`config.mk`:
```
export PLATFORM = sky130hd
export DESIGN_NAME = tte_ram
export DESIGN_NICKNAME = d
export VERILOG_FILES = /design/src/hdl/tte_ram.sv
export SDC_FILE = /design/constraint.sdc
export NUM_CORES = 1
export LEC_CHECK = 0
export ABC_AREA = 0
export BUFFER_PORTS_ARGS = -buffer_cell sky130_fd_sc_hd__buf_2
export CORE_ASPECT_RATIO = 1.25
export CORE_MARGIN = 3
export CORE_UTILIZATION = 50
export CTS_BUF_LIST = sky130_fd_sc_hd__clkbuf_8
export DETAILED_ROUTE_END_ITERATION = 16
export PLACE_DENSITY_LB_ADDON = 0.1
export SLEW_MARGIN = 30
export SYNTH_ARGS = -nofsm -noshare
export SYNTH_HDL_FRONTEND = slang
export SYNTH_SLANG_ARGS = --single-unit
```
`constraint.sdc`:
```
create_clock -name clk -period 2.2 [get_ports clk]
set_input_delay 0.33 -clock clk [delete_from_list [all_inputs] [get_ports clk]]
set_output_delay 0.33 -clock clk [all_outputs]
set_load 0.02 [all_outputs]
```
`src/hdl/tte_ram.sv`:
```
// generic single-port-write, single-port-read ram with registered read data
module tte_ram #(
    parameter int WIDTH = 8,
    parameter int DEPTH = 16,
    parameter int ADDR_W = $clog2(DEPTH)
) (
    input  logic              clk,
    input  logic              we,
    input  logic [ADDR_W-1:0] waddr,
    input  logic [WIDTH-1:0]  wdata,
    input  logic [ADDR_W-1:0] raddr,
    output logic [WIDTH-1:0]  rdata
);

    logic [WIDTH-1:0] mem [DEPTH];

    always_ff @(posedge clk)
    begin
        if (we)
        begin
            mem[waddr] <= wdata;
        end
        rdata <= mem[raddr];
    end

endmodule

```
==> results of run 1 <==
Yosys cell counts (2+ instances only):
cell	n	area share
nand3b_1	2	0.0029
mux4_1	14	0.071
dfxtp_1	8	0.031
nand2b_1	2	0.0024
buf_2	3	0.0029
nor3_1	4	0.0039
nand2_1	9	0.0066
nor2_1	13	0.0095
a22oi_1	16	0.023
buf_6	3	0.0066
edfxtp_1	128	0.75
clkdlybuf4s25_2	3	0.0058
mux4_2	18	0.079
state kept, by name, indices dropped and copies added, names as in the netlist:
| register | flops |
|---|---|
| mem | 128 |
| rdata | 8 |
worst min-delay path by stage:
| stage | end | slack, ps | cells after the start |
|---|---|---|---|
| after global placement | rdata[4] | 650 | 3 |
| after global routing | mem[9][5] | 270 | 1 |
| after CTS | mem[12][3] | 250 | 1 |
| final | mem[12][3] | 280 | 1 |
| after floorplan | mem[0][0] | 430 | 0 |
| after detailed placement | rdata[6] | 660 | 3 |
metrics by stage:
stage	utilization	hold WS, ps
floorplan	-	428.9
global placement	0.5657	651.3
detailed placement	0.5657	661.4
CTS	0.5999	253.5
global route	0.5999	269.0
finish	0.5999	280.2
cell families (layout without fill, tap and decap cells):
kind of cell | count (synthesis) | count (layout) | synth area share
DFF | 136 | 136 | 0.7778
and+or+nand+nor | 35 | 35 | 0.03184
buffers and inverters | 10 | 81 | 0.01677
AOI/OAI and AO/OA | 16 | 16 | 0.02334
muxes | 32 | 32 | 0.1502
per-layer routing:
layer | part of all wire | vias up
met3 | 0.052 | 12
li1 | - | 1091
met2 | 0.48 | 68
met1 | 0.45 | 1247
met5 | 0 | -
met4 | 0.014 | 0
worst max-delay path: cells and delay by family:
family                 cells  cell delay [ps]
AND/OR/NAND/NOR            2              840
buffers and inverters      2              350
where the power goes:
part | switching, mW | internal (mW)
clock network | 0.855 | 0.838
registers | 0.0184 | 2.89
logic | 0.168 | 0.119
final cells by class:
| class | count | area (um^2) |
|---|---|---|
| multi-input combinational | 83 | 1057 |
| sequential | 136 | 4004 |
| fill | 749 | 3925 |
| clock inverter | 12 | 60.06 |
| tap | 126 | 157.7 |
| timing repair buffer | 49 | 330.3 |
| clock buffer | 20 | 275.3 |
==> reports/results.txt, run 1 <==
cell depth of the worst flop-to-flop path - 3
# IOs - 26
Clock Skew - 7.180 ps
Post-synth EDFFs - 128
worst path required time - 2340 ps
crit-path max FO - 5
hpwl dp - 6.199 mm
largest net degree at the start of global routing - 33
Final Cycle Share - 0.6257
global route overflow - 0
layout cell share with drive strength beyond 1 - 0.3200
initial core utilization - 0.5247
worst setup path end - mem[1][5]
DRT Pass-1 Iters - 4
n_diodes - 0
GR peak layer - met2
Synth Warn # - 0
setup TNS - 0 ps
Vias/cell - 5.676
Cells after DPL - 394
GR met2 Demand/Resource - 0.2720
Hold Buf Count CTS - 0
max-cap viol count - 0
clock buffer depth - 2
Port Buffers - 25
initial DRC count - 123
vias post-DR - 2418
Final setup violation count - 0
post-synthesis cell type count - 19
Synth Cell Area - 0.005147 mm^2
static leakage - 2.012 nW
routed wire length - 9.560 mm
post_cts resized - 0
final setup margin - 823.4 ps
syn avg cell area - 22.48 um^2
total track usage - 0.1821
commonest non-fill, non-tap cell in the layout - edfxtp_1
wire per inst - 22.44 um
Syn Nets - 247
RSZ-0062 raised after global routing - false
CTS tree - built
async set-reset flop share out of synthesis - 0
fmax - 726.4 MHz
worst slack, placed - 378.7 ps
Arrival @ worst endpoint - 1510 ps
crit-path cells - buf_2, or3b_2, nor2_1, buf_4
global-route wire length before repair - 15.10 mm
Final Slew Violations - 0
CTS Buf Count - 17
clock latency on the worst-skew pair - 420 ps
root buf cell - clkbuf_8
DRT antenna net count - 0
hold wc startpoint - wdata[3]
Crit Reg-Reg Startpoint - mem[11][7]
CP Capture Type - flop
# nets final - 305
slew margin rel. - 0.6665
initial antenna violation count - 0
worst min-delay path class - primary input to flop
Synth Flop Type - edfxtp_1
Placed Area - 0.005549 mm^2
Final min period - 1377 ps
Residual DRC - 0
sequential area share after synthesis - 0.7778
Power, Total - 4.893 mW
Worst Setup Path Type - primary input to flop
R2R Path End - rdata[7]
vias in the first global route - 2496
met3 Usage GRT - 0.06093
Fin. Hold Viols - 0
Worst path max stage delay - 510 ps
synthesized instance count - 229
global-route met1 utilization - 0.2558
Finished Layout Cells - 426
commonest non-fill, non-tap cells in the layout - edfxtp_1, buf_2, buf_4, clkbuf_8, mux4_2
die area - 0.01156 mm^2
crit path launch - waddr[2]
# H-tree levels - 4
startpoint class of the critical path - primary input
clock-pin slew on the worst setup and hold paths - 70 ps
Placeable Area - 0.009809 mm^2
status - finished clean
total power density per cell area - 831.6 mW/mm^2
# rows - 40
Setup Buffers After CTS - 0
post-route cell area - 0.005884 mm^2
#FFs+latches synth - 136
Die Ht - 119.4 um
Area growth syn-to-layout - 14.32%
Peak supply drop - 0.4510 mV
Worst-Margin Slew - 498.5 ps
gpl congestion - 0.7749
r2r setup slk - 830 ps
Die W - 96.75 um
CTS sink count - 136
Critical Path Slowest Stage Cell - or3b_2
(Power assumes the default switching activity.)
==> run 2: changes to the inputs <==
==> constraint.sdc (replaced) <==
create_clock -name clk -period 1.2 [get_ports clk]
set_input_delay 0.18 -clock clk [delete_from_list [all_inputs] [get_ports clk]]
set_output_delay 0.18 -clock clk [all_outputs]
set_load 0.02 [all_outputs]
==> reports/results.txt, run 2 (synthesis gave the netlist of run 1 again) <==
global route overflow - 0
initial antenna violation count - 0
Port Buffers - 25
commonest non-fill, non-tap cells in the layout - edfxtp_1, buf_4, mux4_2, buf_2, clkbuf_8
total power density per cell area - 1608 mW/mm^2
Setup Buffers After CTS - 0
Die W - 96.75 um
Top Registers - mem: 128 flops, rdata: 8 flops
Crit Reg-Reg Startpoint - mem[3][7]
M1 wire length - 4.119 mm
static leakage - 2.142 nW
top layer used by detailed routing - met4
Final setup violation count - 6
clock-pin slew on the worst setup and hold paths - 80 ps
worst setup path end - rdata[7]
hpwl dp - 6.469 mm
r2r setup slk - -50 ps
Area growth syn-to-layout - 22.41%
startpoint class of the critical path - flop
clock buffer depth - 2
RSZ-0062 raised after global routing - true
crit path launch - mem[3][7]
# nets final - 326
Residual DRC - 0
gpl congestion - 0.7189
largest net degree at the start of global routing - 25
commonest non-fill, non-tap cell in the layout - edfxtp_1
R2R Path End - rdata[7]
# IOs - 26
met2 wire len - 5.025 mm
violated checks - negative setup slack
initial DRC count - 160
Fin. Hold Viols - 0
Placeable Area - 0.009809 mm^2
vias post-DR - 2453
die area - 0.01156 mm^2
Worst Setup Path Type - flop to flop
total track usage - 0.1845
Clock Skew - 9.819 ps
Hold Buf Count CTS - 0
crit-path cells - mux4_2, a22oi_2, nand2_1
n_diodes - 0
CTS tree - built
Placed Area - 0.005804 mm^2
CTS sink count - 136
worst path required time - 1510 ps
Final min period - 1247 ps
layout cell share with drive strength beyond 1 - 0.4704
DRT Pass-1 Iters - 4
Final Cycle Share - 1.039
Critical Path Slowest Stage Cell - mux4_2
routed wl met3 - 428 um
cell depth of the worst flop-to-flop path - 3
post-route cell area - 0.006301 mm^2
crit-path max FO - 1
Power, Total - 10.13 mW
root buf cell - clkbuf_8
Core Util, Final - 0.6423
max-cap viol count - 0
# H-tree levels - 4
Arrival @ worst endpoint - 1560 ps
Final Slew Violations - 0
# rows - 40
Vias/cell - 5.488
wire per inst - 21.71 um
global-route wire length before repair - 15.28 mm
setup TNS - -190.6 ps
CTS Buf Count - 17
status - finished, violations left
largest reg by FF count - mem
CP Capture Type - flop
final setup margin - -46.72 ps
initial core utilization - 0.5247
clock latency on the worst-skew pair - 420 ps
worst min-delay path class - primary input to flop
routed wire length - 9.705 mm
DRT antenna net count - 0
slew margin rel. - 0.3842
Largest register FFs - 128
fmax - 802.1 MHz
Worst-Margin Slew - 921.8 ps
vias in the first global route - 2610
Die Ht - 119.4 um
Worst path max stage delay - 480 ps
Peak supply drop - 1.203 mV
hold_ws - 128.5 ps
[run 2: changes by cell type in the layout (fill, tap and decap cells not counted), sizes merged]
cell    delta
clkinv     -2
bufinv     +5
inv        -1
clkbuf     -2
buf       +21
[run 2: area by class of cell]
| cell class | count | area [um^2] |
|---|---|---|
| fill | 708 | 3508 |
| clock inverter | 14 | 205.2 |
| tap | 126 | 157.7 |
| multi-input combinational | 83 | 1111 |
| clock buffer | 18 | 247.7 |
| timing repair buffer | 70 | 575.6 |
| sequential | 136 | 4004 |
[run 2: worst min-delay path by stage]
stage / startpoint / to / slack (ps) / depth (start not counted)
after floorplan: wdata[0] / mem[0][0] / 280 / 0
after global placement: wdata[1] / mem[15][1] / 570 / 1
after detailed placement: wdata[5] / mem[10][5] / 580 / 1
after CTS: wdata[5] / mem[9][5] / 100 / 1
after global routing: wdata[5] / mem[8][5] / 120 / 1
final: wdata[5] / mem[9][5] / 130 / 1
[run 2: what timing repair did]
item	CTS	global route
pin swaps	4	4
endpoints found under the setup margin	8	8
gates resized for setup	4	8
[run 2: per-stage QoR]
stage | cells | worst slack, ps
5_1_grt | 447 | -80.75
3_5_place_dp | 416 | -456.2
2_1_floorplan | 229 | -113.1
4_1_cts | 448 | -106.7
6_report | 447 | -46.72
3_3_place_gp | 416 | -439.3
[run 2: worst max-delay path: cells and delay by family (launching register included)]
family	cells	cell delay, ps
multiplexers	1	480
flip-flops	1	360
AO/OA/AOI/OAI	1	220
AND/OR/NAND/NOR	1	70
[run 2: report_power, final]
| part | leakage [nW] | total, mW | switching [mW] | internal [mW] |
|---|---|---|---|---|
| Sequential | 1.22 | 5.34 | 0.0322 | 5.31 |
| Combinational | 0.691 | 0.636 | 0.343 | 0.293 |
| Clock | 0.227 | 4.16 | 1.65 | 2.51 |
| Total | 2.14 | 10.1 | 2.02 | 8.11 |
[run 2: routing by layer]
layer  up-vias  GRT usage
met3        10    0.05214
met4         0    0.06585
met1      1255     0.2428
met2        68     0.2966
li1       1120          -
met5         -          0
==> run 3: changes to the inputs <==
--- a/config.mk
+++ b/config.mk
@@ -13,6 +13,7 @@
 export CTS_BUF_LIST = sky130_fd_sc_hd__clkbuf_8
 export DETAILED_ROUTE_END_ITERATION = 16
 export PLACE_DENSITY_LB_ADDON = 0.1
+export RECOVER_POWER = 100
 export SLEW_MARGIN = 30
 export SYNTH_ARGS = -nofsm -noshare
 export SYNTH_HDL_FRONTEND = slang
==> reports/results.txt, run 3 (synthesis gave the netlist of run 1 again) <==
# nets final - 326
largest reg by FF count - mem
CTS tree - built
Final setup violation count - 6
Port Buffers - 25
n_diodes - 0
final setup margin - -42.30 ps
setup TNS - -174.1 ps
DRT antenna net count - 0
commonest non-fill, non-tap cell in the layout - edfxtp_1
worst min-delay path class - primary input to flop
Finished Layout Cells - 447
total track usage - 0.1845
clock buffer depth - 2
global route overflow - 0
Final min period - 1242 ps
Hold Buf Count CTS - 0
Top Registers - mem: 128 flops, rdata: 8 flops
static leakage - 2.063 nW
Final Slew Violations - 0
vias post-DR - 2461
Vias/cell - 5.506
wire per inst - 21.84 um
die area - 0.01156 mm^2
# rows - 40
Final Cycle Share - 1.035
# H-tree levels - 4
hpwl dp - 6.469 mm
clock-pin slew on the worst setup and hold paths - 80 ps
layout cell share with drive strength beyond 1 - 0.3863
violated checks - negative setup slack
root buf cell - clkbuf_8
initial antenna violation count - 0
Arrival @ worst endpoint - 1560 ps
gpl congestion - 0.7189
max-cap viol count - 0
total power density per cell area - 1640 mW/mm^2
Worst-Margin Slew - 918.3 ps
DRT Pass-1 Iters - 4
startpoint class of the critical path - flop
CTS sink count - 136
initial DRC count - 179
Largest register FFs - 128
Residual DRC - 0
Clock Skew - 9.112 ps
global-route wire length before repair - 15.28 mm
clock latency on the worst-skew pair - 430 ps
RSZ-0062 raised after global routing - true
slew margin rel. - 0.3856
Cells after DPL - 416
largest net degree at the start of global routing - 25
CP Capture Type - flop
routed wire length - 9.762 mm
hold_ws - 255.7 ps
Area growth syn-to-layout - 19.59%
fmax - 805.0 MHz
Setup Buffers After CTS - 0
status - finished, violations left
crit-path max FO - 1
worst slack, placed - -456.2 ps
initial core utilization - 0.5247
Placeable Area - 0.009809 mm^2
Worst Setup Path Type - flop to flop
# IOs - 26
Die Ht - 119.4 um
Fin. Hold Viols - 0
Peak supply drop - 1.198 mV
commonest non-fill, non-tap cells in the layout - edfxtp_1, mux4_2, clkbuf_1, clkbuf_8, buf_4
vias in the first global route - 2610
worst path required time - 1510 ps
CTS Buf Count - 17
Die W - 96.75 um
Core Util, Final - 0.6276
-- run 3: critical path: stages, from the launching register on --
cell and delay (ps):
edfxtp_1 380, mux4_2 470, a22oi_2 220, nand2_1 70
-- run 3: layer usage --
layer  global-route usage  share of wire
met5                    0              0
met1               0.2428           0.42
met3              0.05214          0.048
met4              0.06585          0.014
met2               0.2966           0.52
-- run 3: repair_timing --
action	CTS	global route
gates resized for setup	4	8
endpoints found under the setup margin	8	8
pin swaps	4	4
-- run 3: worst paths after layout --
| path | from | to | slack, ps | depth (start not counted) |
|---|---|---|---|---|
| min | wdata[5] | mem[9][5] | 260 | 1 |
| max reg2reg | mem[0][7] | rdata[7] | -40 | 3 |
| min reg2reg | mem[14][7] | rdata[7] | 680 | 3 |
| max | mem[0][7] | rdata[7] | -40 | 3 |
-- run 3: cell type report --
cell class	instances	area, um^2
fill	741	3654
timing repair buffer	70	481.7
multi-input combinational	83	1060
clock buffer	18	247.7
clock inverter	14	205.2
tap	126	157.7
sequential	136	4004
-- run 3: metrics by stage --
step	power [mW]	area (um^2)
global route	10.45	6156
finish	10.10	6156
CTS	10.20	6269
floorplan	5.775	5184
detailed placement	6.071	5804
global placement	6.062	5804
-- run 3: where the power goes --
| group | internal, mW | leakage, nW | switching, mW | total, mW |
|---|---|---|---|---|
| sequential | 5.31 | 1.22 | 0.0334 | 5.34 |
| clock | 2.51 | 0.227 | 1.65 | 4.15 |
| combinational | 0.272 | 0.612 | 0.331 | 0.603 |
