$ cat config.mk
export PLATFORM = sky130hd
export DESIGN_NAME = tte_eval
export DESIGN_NICKNAME = d
export VERILOG_FILES = /design/src/hdl/tte_pkg.sv /design/src/hdl/tte_eval.sv
export SDC_FILE = /design/constraint.sdc
export NUM_CORES = 1
export LEC_CHECK = 0
export ABC_AREA = 1
export BUFFER_PORTS_ARGS = -buffer_cell sky130_fd_sc_hd__buf_2
export CORE_AREA = 4 4 180 182
export DETAILED_ROUTE_END_ITERATION = 8
export DIE_AREA = 0 0 184 186
export PLACE_DENSITY = 0.65
export SYNTH_ARGS = -nofsm -noshare
export SYNTH_HDL_FRONTEND = slang
export SYNTH_SLANG_ARGS = --single-unit
$ cat constraint.sdc
create_clock -name vclk -period 4.6
set_input_delay 0.23 -clock vclk [all_inputs]
set_output_delay 0.23 -clock vclk [all_outputs]
set_load 0.01 [all_outputs]
$ cat src/hdl/tte_pkg.sv
// shared constants, codes and types of the transposition table engine
package tte_pkg;

    localparam int ENTRIES     = 65536;
    localparam int DEPTH_LIMIT = 64;
    localparam int IDX_W       = $clog2(ENTRIES);

    localparam int KEY_W   = 64;
    localparam int MOVE_W  = 25;
    localparam int SCORE_W = 16;
    localparam int DEPTH_W = 6;
    localparam int PLY_W   = 6;
    localparam int BOUND_W = 2;
    localparam int AGE_W   = 8;
    localparam int THR_W   = 15;
    localparam int CFG_IDX_W  = 2;
    localparam int CFG_DATA_W = 16;

    localparam logic [THR_W-1:0] THR_RESET = 15'd29000;

    typedef enum logic [1:0] {
        MODE_PROBE  = 2'd0,
        MODE_STORE  = 2'd1,
        MODE_CLEAR  = 2'd2,
        MODE_UNUSED = 2'd3
    } mode_t;

    typedef enum logic [BOUND_W-1:0] {
        BOUND_UPPER = 2'd0,
        BOUND_LOWER = 2'd1,
        BOUND_EXACT = 2'd2,
        BOUND_NONE  = 2'd3
    } bound_t;

    localparam logic [CFG_IDX_W-1:0] CFG_MATE_THR = 2'd0;
    localparam logic [CFG_IDX_W-1:0] CFG_AGE      = 2'd1;

    // packed so that move sits at bit 0 and age at the top
    typedef struct packed {
        logic [AGE_W-1:0]          age;
        logic [BOUND_W-1:0]        bound;
        logic [DEPTH_W-1:0]        depth;
        logic signed [SCORE_W-1:0] score;
        logic [MOVE_W-1:0]         move;
    } payload_t;

    typedef struct packed {
        logic [KEY_W-1:0] key;
        payload_t         payload;
    } entry_t;

    localparam int ENTRY_W = $bits(entry_t);

    typedef struct packed {
        mode_t                     mode;
        logic [KEY_W-1:0]          key;
        logic [PLY_W-1:0]          ply;
        logic [DEPTH_W-1:0]        depth;
        logic signed [SCORE_W-1:0] alpha;
        logic signed [SCORE_W-1:0] beta;
        logic [MOVE_W-1:0]         move;
        logic signed [SCORE_W-1:0] score;
        logic [BOUND_W-1:0]        bound;
    } cmd_t;

    typedef struct packed {
        logic                      key_found;
        logic [MOVE_W-1:0]         move;
        logic signed [SCORE_W-1:0] score;
        logic                      cutoff;
        logic                      replaced;
    } result_t;

endpackage

$ cat src/hdl/tte_eval.sv
// probe and store evaluation of one command against the entry read from the table
module tte_eval (
    input  tte_pkg::cmd_t                 cmd,
    input  tte_pkg::entry_t               rd_entry,
    input  logic [tte_pkg::THR_W-1:0]     mate_thr,
    input  logic [tte_pkg::AGE_W-1:0]     age,
    output tte_pkg::result_t              res,
    output logic                          wr_en,
    output tte_pkg::entry_t               wr_entry
);
    import tte_pkg::*;

    logic               key_hit;
    logic               deep_enough;
    logic signed [16:0] thr17;
    logic signed [16:0] ply17;
    logic signed [16:0] s_stored;
    logic signed [16:0] s_adj;
    logic signed [16:0] alpha17;
    logic signed [16:0] beta17;
    logic signed [16:0] s_out;
    logic               cut;
    logic signed [17:0] thr18;
    logic signed [17:0] ply18;
    logic signed [17:0] s_in;
    logic signed [17:0] w_sum;
    logic signed [SCORE_W-1:0] w_score;
    logic [8:0]         depth_ext;
    logic [DEPTH_W-1:0] depth_sat;
    logic               replace;

    // probe path
    always_comb
    begin
        key_hit     = (rd_entry.key == cmd.key);
        deep_enough = (rd_entry.payload.depth >= cmd.depth);
        thr17    = signed'({2'b00, mate_thr});
        ply17    = signed'({11'b0, cmd.ply});
        s_stored = signed'({rd_entry.payload.score[SCORE_W-1], rd_entry.payload.score});
        alpha17  = signed'({cmd.alpha[SCORE_W-1], cmd.alpha});
        beta17   = signed'({cmd.beta[SCORE_W-1], cmd.beta});
        if (s_stored > thr17)
        begin
            s_adj = s_stored - ply17;
        end
        else if (s_stored < -thr17)
        begin
            s_adj = s_stored + ply17;
        end
        else
        begin
            s_adj = s_stored;
        end
        s_out = s_adj;
        cut   = 1'b0;
        case (rd_entry.payload.bound)
            BOUND_UPPER:
            begin
                if (s_adj <= alpha17)
                begin
                    s_out = alpha17;
                    cut   = 1'b1;
                end
            end
            BOUND_LOWER:
            begin
                if (s_adj >= beta17)
                begin
                    s_out = beta17;
                    cut   = 1'b1;
                end
            end
            BOUND_EXACT: cut = 1'b1;
            default:     cut = 1'b0;
        endcase
    end

    // store path: mate scores move away from the root, saturating
    always_comb
    begin
        thr18 = signed'({3'b000, mate_thr});
        ply18 = signed'({12'b0, cmd.ply});
        s_in  = signed'({{2{cmd.score[SCORE_W-1]}}, cmd.score});
        if (s_in > thr18)
        begin
            w_sum = s_in + ply18;
        end
        else if (s_in < -thr18)
        begin
            w_sum = s_in - ply18;
        end
        else
        begin
            w_sum = s_in;
        end
        if (w_sum > 18'sd32767)
        begin
            w_score = 16'sh7FFF;
        end
        else if (w_sum < -18'sd32768)
        begin
            w_score = 16'sh8000;
        end
        else
        begin
            w_score = w_sum[SCORE_W-1:0];
        end

        depth_ext = {3'b000, cmd.depth};
        if (depth_ext >= 9'(DEPTH_LIMIT))
        begin
            depth_sat = DEPTH_W'(DEPTH_LIMIT - 1);
        end
        else
        begin
            depth_sat = cmd.depth;
        end

        replace = (rd_entry.key == '0)
               || (rd_entry.payload.age < age)
               || ((rd_entry.payload.age == age) && (rd_entry.payload.depth < depth_sat));

        wr_entry.key           = cmd.key;
        wr_entry.payload.move  = cmd.move;
        wr_entry.payload.score = w_score;
        wr_entry.payload.depth = depth_sat;
        wr_entry.payload.bound = cmd.bound;
        wr_entry.payload.age   = age;
    end

    always_comb
    begin
        res   = '0;
        wr_en = 1'b0;
        unique case (cmd.mode)
            MODE_PROBE:
            begin
                if (key_hit)
                begin
                    res.key_found = 1'b1;
                    res.move      = rd_entry.payload.move;
                    if (deep_enough)
                    begin
                        res.score  = s_out[SCORE_W-1:0];
                        res.cutoff = cut;
                    end
                end
            end
            MODE_STORE:
            begin
                wr_en        = replace;
                res.replaced = replace;
            end
            default:
            begin
                res = '0;
            end
        endcase
    end

endmodule
==> results of run 1 <==
-- how the worst max path moves through the flow --
stage                      from  endpoint
finish              mate_thr[1]   res[15]
global route        mate_thr[1]   res[15]
CTS                 mate_thr[4]    res[8]
detailed placement  mate_thr[0]    res[8]
global placement    mate_thr[0]    res[8]
floorplan           mate_thr[0]   res[17]
-- metal layers --
| metal | track usage, % | wire length, µm |
|---|---|---|
| met1 | 26.8 | 16300 |
| met2 | 39.1 | 19600 |
| met3 | 4.63 | 3670 |
| met4 | 4.67 | 1060 |
| met5 | 0 | 55 |
-- cell usage after synthesis, drive strengths merged, types with 4 or more instances --
master,count
nand3,78
or2,11
fa,4
a21oi,80
o2111ai,5
o211ai,10
xnor2,15
inv,250
nor4,30
ha,132
nor3,24
xor2,55
clkbuf,10
o21ai,56
nand4,36
buf,114
a211oi,11
nor2,137
nand2,323
o21bai,8
-- kinds of logic after synthesis --
group | share of synthesized area, %
AOI/OAI and AO/OA | 13.5
xor gates and xnor gates | 7.52
and+or+nand+nor | 35.3
buffers and inverters | 22.5
adders and majority gates | 21.2
-- power groups by stage --
stage	Sequential, µW	Combinational, µW	Clock [µW]
global placement	0	1120	0
floorplan	0	668	0
global route	0	1380	0
finish	0	1240	0
detailed placement	0	1130	0
CTS	0	1190	0
-- per-stage QoR --
step | setup TNS, ns | setup slack [ns] | hold slack, ns | instances | total power, µW
after global routing | -14.27 | -0.942 | 0.460 | 2220 | 1380
after CTS | -8.31 | -0.530 | 0.460 | 2216 | 1190
after global placement | -13.58 | -0.858 | 0.460 | 2207 | 1120
after floorplan | 0 | 0.000952 | 0.547 | 1409 | 668
final | -7.81 | -0.544 | 0.460 | 2220 | 1240
after detailed placement | -14.67 | -0.918 | 0.460 | 2207 | 1130
-- timing repair --
action	CTS	global route
pin swaps	51	49
setup buffers	6	4
gates resized for setup	84	52
setup endpoints to repair	17	17
cloned	3	0
-- layout make-up --
cell class	count	area, µm²
fill	3405	19200
multi-input combinational	1034	6800
timing repair buffer	538	3140
inverter	251	952
tap	396	495
timing repair inverter	1	7.51
-- critical path: cells and delay by family --
kind	cells	cell delay, ns
AOI/OAI and AO/OA	1	0.12
xor gates and xnor gates	1	0.17
adders and majority gates	2	0.57
buffers and inverters	8	0.91
and+or+nand+nor	27	2.87
==> results.ini, run 1 <==
[synthesis]
ys_seq_area_share_pct=0
synthesis.yosys.warnings=0
cells_taking_the_most_area_after_synthesis=sky130_fd_sc_hd__ha_1, sky130_fd_sc_hd__nand2_1, sky130_fd_sc_hd__inv_1
library_cell_occupying_the_most_area_in_the_post_synthesis_netlist=sky130_fd_sc_hd__ha_1
count_of_unique_library_cells_instantiated_by_yosys=48
synth.avg_cell_area_um2=5.79
synthDominantCellAreaShare_pct=20.2
mappedNetlistNets=1842
synth_cells=1409
post_synth_instance_area_mm2=0.00816

[power]
pwr-share-comb_pct=100.0
seqPwrFrac_pct=0
netSwitchingFraction_pct=57.6
internal_power_uw=528
part_of_the_power_in_the_clock_network_pct=0
power_density_mw_per_mm2=109
max-vdd-ir-drop_mv=0.0656
switching_power_uw=716
power_leakage_uw=0.00671

[timing]
f_max_ghz=0.194
post-route-min-period_ns=5.14
setup_ws_ns=-0.544
rsz_0062_raised_after_global_routing=true
worst_slew_margin_rel_pct=46.9
finalMaxSlewViolations=0
timing.final.crit_share_pct=112
timing.final.hold_violations=0
finalSetupViolations=17
max_slew.worst_pin.slew_ns=0.795

[global_routing]
number_of_global_route_vias_before_repair=10400
initial_antenna_violation_count=4
grt_start_max_net_pins=28
global_route_usage_over_all_layers_pct=21.8
grt_pass1_wl_um=58400
overflow=0

[die]
die_width_um=184
dieArea_mm2=0.0342
initial_standard_cell_utilization_of_the_core_pct=26.7
fp-row-count=64
fp.dieH_um=186
io_pins=463
core_area_mm2=0.0306

[place]
gpl.final_weighted_congestion=1.01
io_buffer_count=409
dpl-instance-area_mm2=0.0107
post-dp-hpwl_um=36300

[cts]
ctsHoldBuffers=0

[detailed_routing]
detail_route.vias_per_cell=4.85
drt-pass1-iter-count=5
antenna_violating_nets_post_route=0
drc=0
drt_iter0_drc=495
finalWirelength_um=40700
dr_total_vias=10800
wire_per_inst_um=18.3

[cells_and_area]
drive_above_1_share_pct=37.9
layout.sequential_cells=0
regArea_um2=0
layout.cell_area.non_filler_mm2=0.0114
nClkBuffers=0
layout_common_cells=sky130_fd_sc_hd__buf_2, sky130_fd_sc_hd__nand2_1, sky130_fd_sc_hd__inv_1
finish.net_count=2259
finalCoreUtilization_pct=37.3
area_growth_syn_to_layout_pct=39.7
final_common_cell=sky130_fd_sc_hd__buf_2
diodes=0

[run]
cap_violations=0

[setup_path]
critical_path.most_common_cell=sky130_fd_sc_hd__nand2_1
cpPeakStageDelay_ns=0.45
critPathRequiredTime_ns=4.37
critical_path_start_type=input port
critical_path_peak_fanout=6
worst_path_max_delay_cell=sky130_fd_sc_hd__or4_4
timing_worst_setup_path_type=input port to primary output
timing.critical_path.to_type=primary output
worst-endpoint-arrival_ns=4.91

[run_status]
violations=negative setup slack
outcome=finished, violations left

[hold_path]
hold_start=cmd[35]
timing.hold.worst.class=input port to primary output
min_path_cells=0
worstHoldEndpoint=wr_entry[17]

Note: power is estimated with default switching activity, not from simulation.
==> inputs of run 2 (changes only) <==
--- a/config.mk
+++ b/config.mk
@@ -7,10 +7,9 @@
 export LEC_CHECK = 0
 export ABC_AREA = 1
 export BUFFER_PORTS_ARGS = -buffer_cell sky130_fd_sc_hd__buf_2
-export CORE_AREA = 4 4 180 182
+export CORE_AREA = 2 2 178 180
 export DETAILED_ROUTE_END_ITERATION = 8
-export DIE_AREA = 0 0 184 186
-export PLACE_DENSITY = 0.65
+export DIE_AREA = 0 0 180 182
 export SYNTH_ARGS = -nofsm -noshare
 export SYNTH_HDL_FRONTEND = slang
 export SYNTH_SLANG_ARGS = --single-unit
==> results.ini, run 2 (same netlist as run 1, synthesis figures left out) <==
[die]
core_area_mm2=0.0310  ; was 0.0306 mm²
initial_standard_cell_utilization_of_the_core_pct=26.3  ; was 26.7%
fp.dieH_um=182  ; was 186 µm
io_pins=463  ; unchanged
fp-row-count=65  ; was 64
dieArea_mm2=0.0328  ; was 0.0342 mm²
die_width_um=180  ; was 184 µm

[run_status]
violations=negative setup slack  ; unchanged
outcome=finished, violations left  ; unchanged

[global_routing]
overflow=0  ; unchanged
grt_pass1_wl_um=65300  ; was 58400 µm
grt_start_max_net_pins=28  ; unchanged
number_of_global_route_vias_before_repair=10600  ; was 10400
initial_antenna_violation_count=8  ; was 4
global_route_usage_over_all_layers_pct=26.2  ; was 21.8%

[cells_and_area]
drive_above_1_share_pct=39.8  ; was 37.9%
layout_common_cells=sky130_fd_sc_hd__buf_2, sky130_fd_sc_hd__nand2_1, sky130_fd_sc_hd__inv_1  ; unchanged
nClkBuffers=0  ; unchanged
final_common_cell=sky130_fd_sc_hd__buf_2  ; unchanged
regArea_um2=0  ; unchanged
finalCoreUtilization_pct=37.8  ; was 37.3%
area_growth_syn_to_layout_pct=43.6  ; was 39.7%
layout.sequential_cells=0  ; unchanged
finish.net_count=2278  ; was 2259

[place]
post-dp-hpwl_um=40200  ; was 36300 µm
gpl.final_weighted_congestion=1.04  ; was 1.01
io_buffer_count=409  ; unchanged

[timing]
timing.final.hold_violations=0  ; unchanged
worst_slew_margin_rel_pct=45.8  ; was 46.9%
max_slew.worst_pin.slew_ns=0.793  ; was 0.795 ns
finalSetupViolations=17  ; unchanged
hold_slack_ns=0.460  ; unchanged
post-route-min-period_ns=5.03  ; was 5.14 ns
f_max_ghz=0.199  ; was 0.194 GHz
finalMaxSlewViolations=0  ; unchanged
rsz_0062_raised_after_global_routing=true  ; unchanged
timing.final.crit_share_pct=109  ; was 112%
setup_ws_ns=-0.429  ; was -0.544 ns

[cts]
ctsHoldBuffers=0  ; unchanged

[setup_path]
cpPeakStageDelay_ns=0.46  ; was 0.45 ns
worst-endpoint-arrival_ns=4.80  ; was 4.91 ns
timing.critical_path.to_type=primary output  ; unchanged
timing_worst_setup_path_type=input port to primary output  ; unchanged
path_buf_inv=7  ; was 8
cpLargestDelayFamily=simple AND/OR/NAND/NOR gates  ; unchanged
worst_path_max_delay_cell=sky130_fd_sc_hd__or4_4  ; unchanged
critPathRequiredTime_ns=4.37  ; about the same
critical_path_start_type=input port  ; unchanged
critical_path_peak_fanout=8  ; was 6

[detailed_routing]
finalWirelength_um=45400  ; was 40700 µm
antenna_violating_nets_post_route=0  ; unchanged
drt_iter0_drc=619  ; was 495
drt-pass1-iter-count=7  ; was 5
detail_route.vias_per_cell=4.84  ; was 4.85
dr_total_vias=10900  ; was 10800
drc=0  ; unchanged
wire_per_inst_um=20.2  ; was 18.3 µm

[hold_path]
timing.hold.worst.class=input port to primary output  ; unchanged

[run]
cap_violations=0  ; unchanged

## run 2: changes by cell type in the layout (fill, tap and decap cells not counted), sizes merged
cell	change
buf	+19
diode	+5
clkinvlp	-1
inv	+1
## run 2: final timing paths
kind                      endpoint  cells past startpoint  slack [ns]         from
worst min-delay path  wr_entry[20]                      0        0.46      cmd[38]
worst max-delay path        res[6]                     37       -0.43  mate_thr[4]
## run 2: metrics by stage
step	area [µm²]	TNS, ns	cells	setup slack, ns
floorplan	8200	0	1409	0.000952
global placement	10800	-9.18	2218	-0.594
detailed placement	10800	-10.55	2218	-0.662
CTS	11300	-5.37	2237	-0.365
global route	11700	-12.77	2246	-0.792
finish	11700	-6.69	2250	-0.429
## run 2: layout make-up
type                            count  area (µm²)
Tap cell                          402         503
Multi-Input combinational cell   1034        6990
Timing Repair inverter              1        6.26
Antenna cell                        5        12.5
Timing Repair Buffer              557        3240
Fill cell                        3415       19300
Inverter                          251         962
## run 2: routing by layer
layer	track usage (%)	part of all wire [%]
met1	33.1	43
met3	4.21	6.4
met4	3.28	1.8
met2	47.7	49
met5	0	0.070
## run 2: timing repair
item | CTS | global route
setup endpoints to repair | 17 | 17
pin swaps | 18 | 39
buffers inserted | 17 | 7
cloned | 2 | 1
resized for setup | 82 | 93
==> inputs of run 3 (changes only) <==
--- a/config.mk
+++ b/config.mk
@@ -6,7 +6,7 @@
 export NUM_CORES = 1
 export LEC_CHECK = 0
 export ABC_AREA = 1
-export BUFFER_PORTS_ARGS = -buffer_cell sky130_fd_sc_hd__buf_2
+export BUFFER_PORTS_ARGS = -buffer_cell sky130_fd_sc_hd__buf_4
 export CORE_AREA = 2 2 178 180
 export DETAILED_ROUTE_END_ITERATION = 8
 export DIE_AREA = 0 0 180 182
==> results.ini, run 3 (same netlist as run 1, synthesis figures left out) <==
[die]
dieArea_mm2=0.0328  ; unchanged
fp-row-count=65  ; unchanged
core_area_mm2=0.0310  ; unchanged
initial_standard_cell_utilization_of_the_core_pct=26.3  ; unchanged
die_width_um=180  ; unchanged
io_pins=463  ; unchanged
fp.dieH_um=182  ; unchanged

[timing]
max_slew.worst_pin.slew_ns=0.679  ; was 0.793 ns
rsz_0062_raised_after_global_routing=true  ; unchanged
setup_tns_ns=-6.89  ; was -6.69 ns
timing.final.hold_violations=0  ; unchanged
hold_slack_ns=0.460  ; unchanged
worst_slew_margin_rel_pct=54.7  ; was 45.8%
timing.final.crit_share_pct=111  ; was 109%
f_max_ghz=0.197  ; was 0.199 GHz
finalMaxSlewViolations=0  ; unchanged
post-route-min-period_ns=5.08  ; was 5.03 ns
setup_ws_ns=-0.483  ; was -0.429 ns
finalSetupViolations=17  ; unchanged

[cells_and_area]
layout.sequential_cells=0  ; unchanged
stdcell_count=2225  ; was 2250
regArea_um2=0  ; unchanged
area_growth_syn_to_layout_pct=51.5  ; was 43.6%
layout_common_cells=sky130_fd_sc_hd__buf_4, sky130_fd_sc_hd__nand2_1, sky130_fd_sc_hd__inv_1  ; was sky130_fd_sc_hd__buf_2, sky130_fd_sc_hd__nand2_1, sky130_fd_sc_hd__inv_1
nClkBuffers=0  ; unchanged
drive_above_1_share_pct=37.6  ; was 39.8%
finish.net_count=2256  ; was 2278
final_common_cell=sky130_fd_sc_hd__buf_4  ; was sky130_fd_sc_hd__buf_2

[power]
power_leakage_uw=0.00700
power_density_mw_per_mm2=109
max-vdd-ir-drop_mv=0.0531

[detailed_routing]
dr_total_vias=10700  ; was 10900
drc=0  ; unchanged
antenna_violating_nets_post_route=0  ; unchanged
detail_route.vias_per_cell=4.81  ; was 4.84
drt_iter0_drc=526  ; was 619
finalWirelength_um=44800  ; was 45400 µm
drt-pass1-iter-count=5  ; was 7
wire_per_inst_um=20.1  ; was 20.2 µm

[place]
io_buffer_count=409  ; unchanged
gpl.final_weighted_congestion=1.08  ; was 1.04
dpl_worst_slack_ns=-0.784  ; was -0.662 ns
post-dp-hpwl_um=40100  ; was 40200 µm
post-place-cells=2200  ; was 2218

[global_routing]
global_route_usage_over_all_layers_pct=25.8  ; was 26.2%
initial_antenna_violation_count=4  ; was 8
grt_pass1_wl_um=64300  ; was 65300 µm
overflow=0  ; unchanged
number_of_global_route_vias_before_repair=10300  ; was 10600
grt_start_max_net_pins=28  ; unchanged

[setup_path]
critical_path_peak_fanout=5  ; was 8
cpPeakStageDelay_ns=0.47  ; was 0.46 ns
timing_worst_setup_path_type=input port to primary output  ; unchanged
critical_path_start_type=input port  ; unchanged
critPathRequiredTime_ns=4.37  ; about the same
worst-endpoint-arrival_ns=4.85  ; was 4.80 ns
worst_path_max_delay_cell=sky130_fd_sc_hd__or4_4  ; unchanged
timing.critical_path.to_type=primary output  ; unchanged

[hold_path]
timing.hold.worst.class=input port to primary output  ; unchanged

[run_status]
outcome=finished, violations left  ; unchanged
violations=negative setup slack  ; unchanged

[run]
cap_violations=0  ; unchanged

[cts]
ctsHoldBuffers=0  ; unchanged

run 3: cell types whose count changed in the layout (fill, tap and decap cells not counted), sizes merged:
cell    change
buf        -22
clkinv      +2
diode       -3
inv         -2
run 3: layer usage:
| metal | up-vias | routed length (µm) | track usage (%) |
|---|---|---|---|
| met1 | 4948 | 19000 | 32.3 |
| met5 | - | 13 | 0 |
| met4 | 2 | 845 | 4.07 |
| met2 | 412 | 21700 | 45.9 |
| met3 | 39 | 3210 | 5.50 |
| li1 | 5299 | - | - |
run 3: area by class of cell:
class,count,area [µm²]
diodes,2,5.00
fillers,3383,18600
inverters,251,952
multi-input cells,1034,6790
well taps,402,503
repair buffers,535,4090
repair inverters,1,16.3
run 3: critical path: cells and delay by family:
family                   cells  cell delay, ns
AND/OR/NAND/NOR             23            2.52
AO/OA/AOI/OAI                5            0.72
buffers and inverters        6            0.70
adder cells (fa/ha/maj)      2            0.50
XOR/XNOR                     1            0.18
run 3: metrics by stage:
step / cell area [µm²] / power (µW) / util (%)
global route: 12400 / 1470 / 39.9
global placement: 11700 / 1220 / 37.6
CTS: 12000 / 1280 / 38.6
finish: 12400 / 1340 / 39.9
detailed placement: 11700 / 1230 / 37.6
floorplan: 8200 / 668 / -
run 3: path summary, 6_finish.rpt:
check	cells after the start	start	slack, ns	end
max	37	mate_thr[1]	-0.48	res[7]
min	0	cmd[38]	0.46	wr_entry[20]
run 3: timing repair:
item                                    in CTS  in global routing
pin swaps                                   18                 23
gates cloned                                 1                  2
gates resized for setup                     62                 75
endpoints found under the setup margin      17                 17
buffers inserted                            12                  9
run 3: power breakdown:
part	leakage (µW)	internal (µW)	total (µW)	switching [µW]
Clock	0.0000000127	0.0000585	0.0000585	0
Combinational	0.00700	616	1340	728
Sequential	0	0	0	0
